**config.mk**
```make
export PLATFORM = sky130hd
export DESIGN_NAME = fsh_topk_list
export DESIGN_NICKNAME = d
export VERILOG_FILES = /design/src/design/fsh_pkg.sv /design/src/design/fsh_topk_list.sv
export SDC_FILE = /design/constraint.sdc
export NUM_CORES = 2
export LEC_CHECK = 0
export BUFFER_PORTS_ARGS = -buffer_cell sky130_fd_sc_hd__buf_4
export CAP_MARGIN = 20
export CORE_MARGIN = 3
export CORE_UTILIZATION = 40
export CTS_CLUSTER_SIZE = 30
export DETAILED_ROUTE_END_ITERATION = 10
export SLEW_MARGIN = 20
export SYNTH_ARGS = -nofsm -noshare
export SYNTH_HDL_FRONTEND = slang
export SYNTH_SLANG_ARGS = --single-unit
```
**constraint.sdc**
```tcl
create_clock -name clk -period 12.9 [get_ports clk]
set_input_delay 1.29 -clock clk [delete_from_list [all_inputs] [get_ports clk]]
set_output_delay 1.29 -clock clk [all_outputs]
set_load 0.1 [all_outputs]
```
**src/design/fsh_pkg.sv**
```systemverilog
`timescale 1ns / 1ps

package fsh_pkg;

  // Default list depth
  localparam int TOP_COUNT_DEF = 10;

  // Field widths
  localparam int ID_W       = 32;
  localparam int SIZE_W     = 64;
  localparam int TIME_W     = 32;
  localparam int CNT_W      = 32;
  localparam int TABLE_W    = 3;
  localparam int READ_IDX_W = 4;
  localparam int SBIN_W     = 3;
  localparam int ABIN_W     = 2;
  localparam int CFG_DATA_W = 64;
  localparam int CFG_ADDR_W = 4;

  localparam int NUM_SIZE_BINS = 5;
  localparam int NUM_AGE_BINS  = 4;

  // Size bin edges, bytes
  localparam logic [SIZE_W-1:0] SIZE_1KB   = SIZE_W'(64'd1024);
  localparam logic [SIZE_W-1:0] SIZE_1MB   = SIZE_W'(64'd1024 * 64'd1024);
  localparam logic [SIZE_W-1:0] SIZE_100MB = SIZE_W'(64'd100 * 64'd1024 * 64'd1024);
  localparam logic [SIZE_W-1:0] SIZE_1GB   = SIZE_W'(64'd1024 * 64'd1024 * 64'd1024);

  // Age bin edges, seconds
  localparam logic [TIME_W-1:0] AGE_DAY   = TIME_W'(32'd24 * 32'd3600);
  localparam logic [TIME_W-1:0] AGE_WEEK  = TIME_W'(32'd24 * 32'd7 * 32'd3600);
  localparam logic [TIME_W-1:0] AGE_MONTH = TIME_W'(32'd24 * 32'd30 * 32'd3600);

  // Config register byte address (min_size); the full address is compared
  localparam logic [CFG_ADDR_W-1:0] ADDR_MIN_SIZE = CFG_ADDR_W'(0);

  typedef enum logic [0:0] {
    OP_RECORD = 1'b0,
    OP_READ   = 1'b1
  } op_t;

  typedef enum logic [TABLE_W-1:0] {
    TBL_SIZE_BINS = 3'd0,
    TBL_AGE_BINS  = 3'd1,
    TBL_LARGEST   = 3'd2,
    TBL_OLDEST    = 3'd3,
    TBL_NEWEST    = 3'd4,
    TBL_TOTALS    = 3'd5
  } tbl_t;

  // Totals read index
  localparam logic [READ_IDX_W-1:0] TOT_COUNT = READ_IDX_W'(0);
  localparam logic [READ_IDX_W-1:0] TOT_BYTES = READ_IDX_W'(1);

endpackage

```
**src/design/fsh_topk_list.sv**
```systemverilog
`timescale 1ns / 1ps

module fsh_topk_list #(
  parameter int TOP_COUNT = fsh_pkg::TOP_COUNT_DEF,
  parameter int KEY_W     = fsh_pkg::SIZE_W,
  parameter bit WANT_LOW  = 1'b0,
  parameter int FILL_W    = $clog2(TOP_COUNT + 1)
) (
  input  logic                          clk,
  input  logic                          ins_en,
  input  logic [FILL_W-1:0]             fill,
  input  logic [fsh_pkg::ID_W-1:0]      ins_id,
  input  logic [KEY_W-1:0]              ins_key,
  input  logic [fsh_pkg::READ_IDX_W-1:0] rd_idx,
  output logic [fsh_pkg::ID_W-1:0]      rd_id,
  output logic [KEY_W-1:0]              rd_key
);

  import fsh_pkg::*;

  logic [ID_W-1:0]  ids_r  [TOP_COUNT];
  logic [KEY_W-1:0] keys_r [TOP_COUNT];

  // moves[k]: slot k takes the new entry or its upper neighbor.
  // Sorted list makes this a suffix; its first bit is the insert point.
  logic [TOP_COUNT-1:0] moves;

  genvar g;
  generate
    for (g = 0; g < TOP_COUNT; g++) begin : g_slot
      logic beats;
      assign beats = WANT_LOW ? (ins_key < keys_r[g]) : (ins_key > keys_r[g]);
      assign moves[g] = (FILL_W'(g) < fill) ? beats : 1'b1;
    end
  endgenerate

  // Slot 0 can only take the new entry; any other slot takes the new entry
  // at the insert point and its upper neighbor past it.
  always_ff @(posedge clk) begin
    if (ins_en) begin
      if (moves[0]) begin
        ids_r[0]  <= ins_id;
        keys_r[0] <= ins_key;
      end
      for (int k = 1; k < TOP_COUNT; k++) begin
        if (moves[k]) begin
          if (!moves[k-1]) begin
            ids_r[k]  <= ins_id;
            keys_r[k] <= ins_key;
          end else begin
            ids_r[k]  <= ids_r[k-1];
            keys_r[k] <= keys_r[k-1];
          end
        end
      end
    end
  end

  always_comb begin
    rd_id  = '0;
    rd_key = '0;
    for (int k = 0; k < TOP_COUNT; k++) begin
      if (32'(rd_idx) == k) begin
        rd_id  = ids_r[k];
        rd_key = keys_r[k];
      end
    end
  end

endmodule

```
==> impl_metrics.yaml <==
run_status:
  status: "finished clean"
power:
  clkPwrFrac: 0.348
  leakage_nw: 27.3
  intPower_mw: 6.36
  pwr-share-comb: 0.220
  seqPwrFrac: 0.432
  vdd_ir_drop_max_mv: 0.145
  p_per_area_mw_per_mm2: 136
  swShare: 0.314
  p_sw_mw: 2.91
timing:
  hold_violations: 0
  rsz0062_at_grt: "false"
  slew_violations: 0
  slew_headroom: 0.150
  fin_crit_sh: 0.504
  worst_pin_slew_ns: 1.26
  max_freq_mhz: 154
  setup_viol: 0
  setup_slack_ns: 6.39
  skew_ns: 0.0362
  finalSetupTns_ns: 0
  period_minus_slack_ns: 6.51
setup_path:
  start_kind: "primary input"
  cp_top_family: "simple AND/OR/NAND/NOR gates"
  worstSetupPathType: "primary input to register"
  worstPathRequired_ns: 13.40
  cp_common_cell: "buf_4"
  crit_buf_inv: 3
  cp-end-kind: "register"
  reg2reg_depth: 12
  cp.depth: 12
  worst_path_max_delay_cell: "nor4_1"
  path_max_fanout: 50
  arrival_ns: 7.00
  worstPathCellList: "buf_4, ha_1, nand4_1, nor4_1, nand2_1, o211ai_1, a21oi_1, a21oi_4, buf_4, nand3_4, buf_4, mux2_1"
  slowest_delay_ns: 1.00
place:
  hpwl_mm: 132
  port_buffers: 201
  place_congestion: 0.929
  pre_cts_slack_ns: 5.75
  dp.cells: 7119
clock_network:
  htree_num_levels: 3
  cts_tree: "built"
  cts.path.max_buffers: 3
  cts_resized: 0
  cts_setup_buffers: 0
  clockRootBuffer: "clkbuf_16"
  ctsHoldBuffers: 0
  cts_sinks: 960
  clk_latency_ns: 0.76
  clkTransAtPathRegs_ns: 0.06
  cts_buffers: 111
yosys:
  synth.distinct_cells: 69
  synth_fp_nets: 5803
  synth_async_sr_flop_share: 0
  synthFlopType: "edfxtp_1"
  yosysTopAreaCell: "edfxtp_1"
  synthesis.area_mm2: 0.0605
  yosysWarnings: 0
  synth-edff-count: 960
  synth_seq_cells: 960
  avgSynthCellArea_um2: 12.0
  synth.area.top_cells: "edfxtp_1 48%, ha_1 13%, mux2_2 13%, inv_1 4.0%, mux2_1 3.5%"
  ys_seq_area_frac: 0.476
  synth_top_area_share: 0.476
  syn_inst: 5057
routing:
  top_layer_used: "met5"
  met3_length_mm: 18.4
  wl_per_cell_um: 27.8
  dr.pass1.iters: 6
  totalWireLength_mm: 204
  drtIter0Drc: 4795
  antenna_left: 0
  viasPerCell: 6.05
  drc_errors: 0
  met1Wirelength_mm: 86.2
  wl_met2_mm: 90.6
  vias: 44326
hold_path:
  hold_class: "register to register"
  worstHoldPathCells: 1
run:
  max-cap-violations: 0
layout:
  stdcell_count: 7324
  layout-drive-gt1-share: 0.213
  nNetsFinal: 5963
  final_common_cell: "edfxtp_1"
  syn_to_final_growth_pct: 12.3
  final_cell_mix: "960 x edfxtp_1, 676 x mux2_2, 641 x inv_1"
grt:
  grt_pass1_wl_mm: 299
  antenna_found_initial: 17
  grt_pass1_vias: 44203
  grt-ovfl-total: 0
  track_usage: 0.255
  grt_max_degree: 98
floorplanning:
  die_h_um: 395
  die_area_mm2: 0.156
  start_util: 0.403
  row_count: 142
  pin_count: 202
  core_mm2: 0.150
  die_w_um: 395
[cells in the mapped netlist, types with 17 or more instances]
master	number
nor2_1	98
o211ai_1	22
o21ai_0	145
buf_2	70
buf_1	21
a221oi_1	91
mux2_2	676
a211oi_1	20
nand2_1	226
edfxtp_1	960
a222oi_1	65
a21oi_1	260
mux2_1	188
o221ai_1	36
a22oi_1	192
clkbuf_1	97
inv_1	641
o22ai_1	18
nor4_1	25
a21o_1	41
a31oi_1	44
nor3_1	44
nand4_1	139
ha_1	640
nand2b_1	17
nand3_1	120
[sequential cells by signal, indices dropped and copies added (netlist names)]
| signal | cells |
|---|---|
| ids_r | 320 |
| keys_r | 640 |
[worst register-to-register path: cells and delay by family, from the launching register on]
kind | cells | cell delay [ns]
multiplexers | 1 | 0.51
adder cells (fa/ha/maj) | 1 | 0.32
flip-flops | 1 | 0.37
AO/OA/AOI/OAI | 3 | 0.66
AND/OR/NAND/NOR | 4 | 2.52
buffers and inverters | 3 | 1.55
[final cells by class]
cell class / count / area (um2)
diodes: 6 / 15.0
clock buffers: 132 / 2880
clock inverters: 66 / 746
fillers: 13819 / 82200
inverters: 641 / 2410
multi-input cells: 3248 / 28500
flip-flops and latches: 960 / 28800
well taps: 2016 / 2520
repair buffers: 255 / 2010
[path summary, 6_finish.rpt]
check                 start             end  slack (ns)
max             ins_key[59]   keys_r[3][55]        6.39
min           keys_r[4][44]  keys_r[4][108]        0.55
max reg2reg  keys_r[2][123]   keys_r[3][55]        6.72
min reg2reg   keys_r[4][44]  keys_r[4][108]        0.55
[stage by stage]
stage | cell area [um2] | hold slack, ns | util | power [mW]
finish | 68000 | 0.553 | 0.453 | 9.27
global route | 67900 | 0.581 | 0.453 | 9.62
CTS | 67900 | 0.561 | 0.452 | 9.30
detailed placement | 64300 | 0.543 | 0.428 | 6.08
global placement | 64200 | 0.534 | 0.428 | 6.03
floorplan | 60500 | 0.529 | - | 5.38
[power by group through the flow]
stage / Sequential, mW / Combinational (mW) / Clock, mW
after floorplan: 4.01 / 1.36 / 0
after global placement: 4.05 / 1.98 / 0
after detailed placement: 4.06 / 2.02 / 0
after CTS: 4.00 / 2.03 / 3.28
after global routing: 4.03 / 2.19 / 3.39
final: 4.00 / 2.04 / 3.23
[cells by family after synthesis]
kind of cell | synth area share
compound gates | 0.114
mux | 0.161
simple gates | 0.0606
flops | 0.476
buf+inv | 0.0561
fa+ha+maj | 0.132
[metal layers]
metal	global-route usage	vias up
li1	-	19797
met3	0.0519	368
met1	0.350	22226
met4	0.0961	16
met5	0	-
met2	0.396	1919
Note: power is estimated with default switching activity, not from simulation.
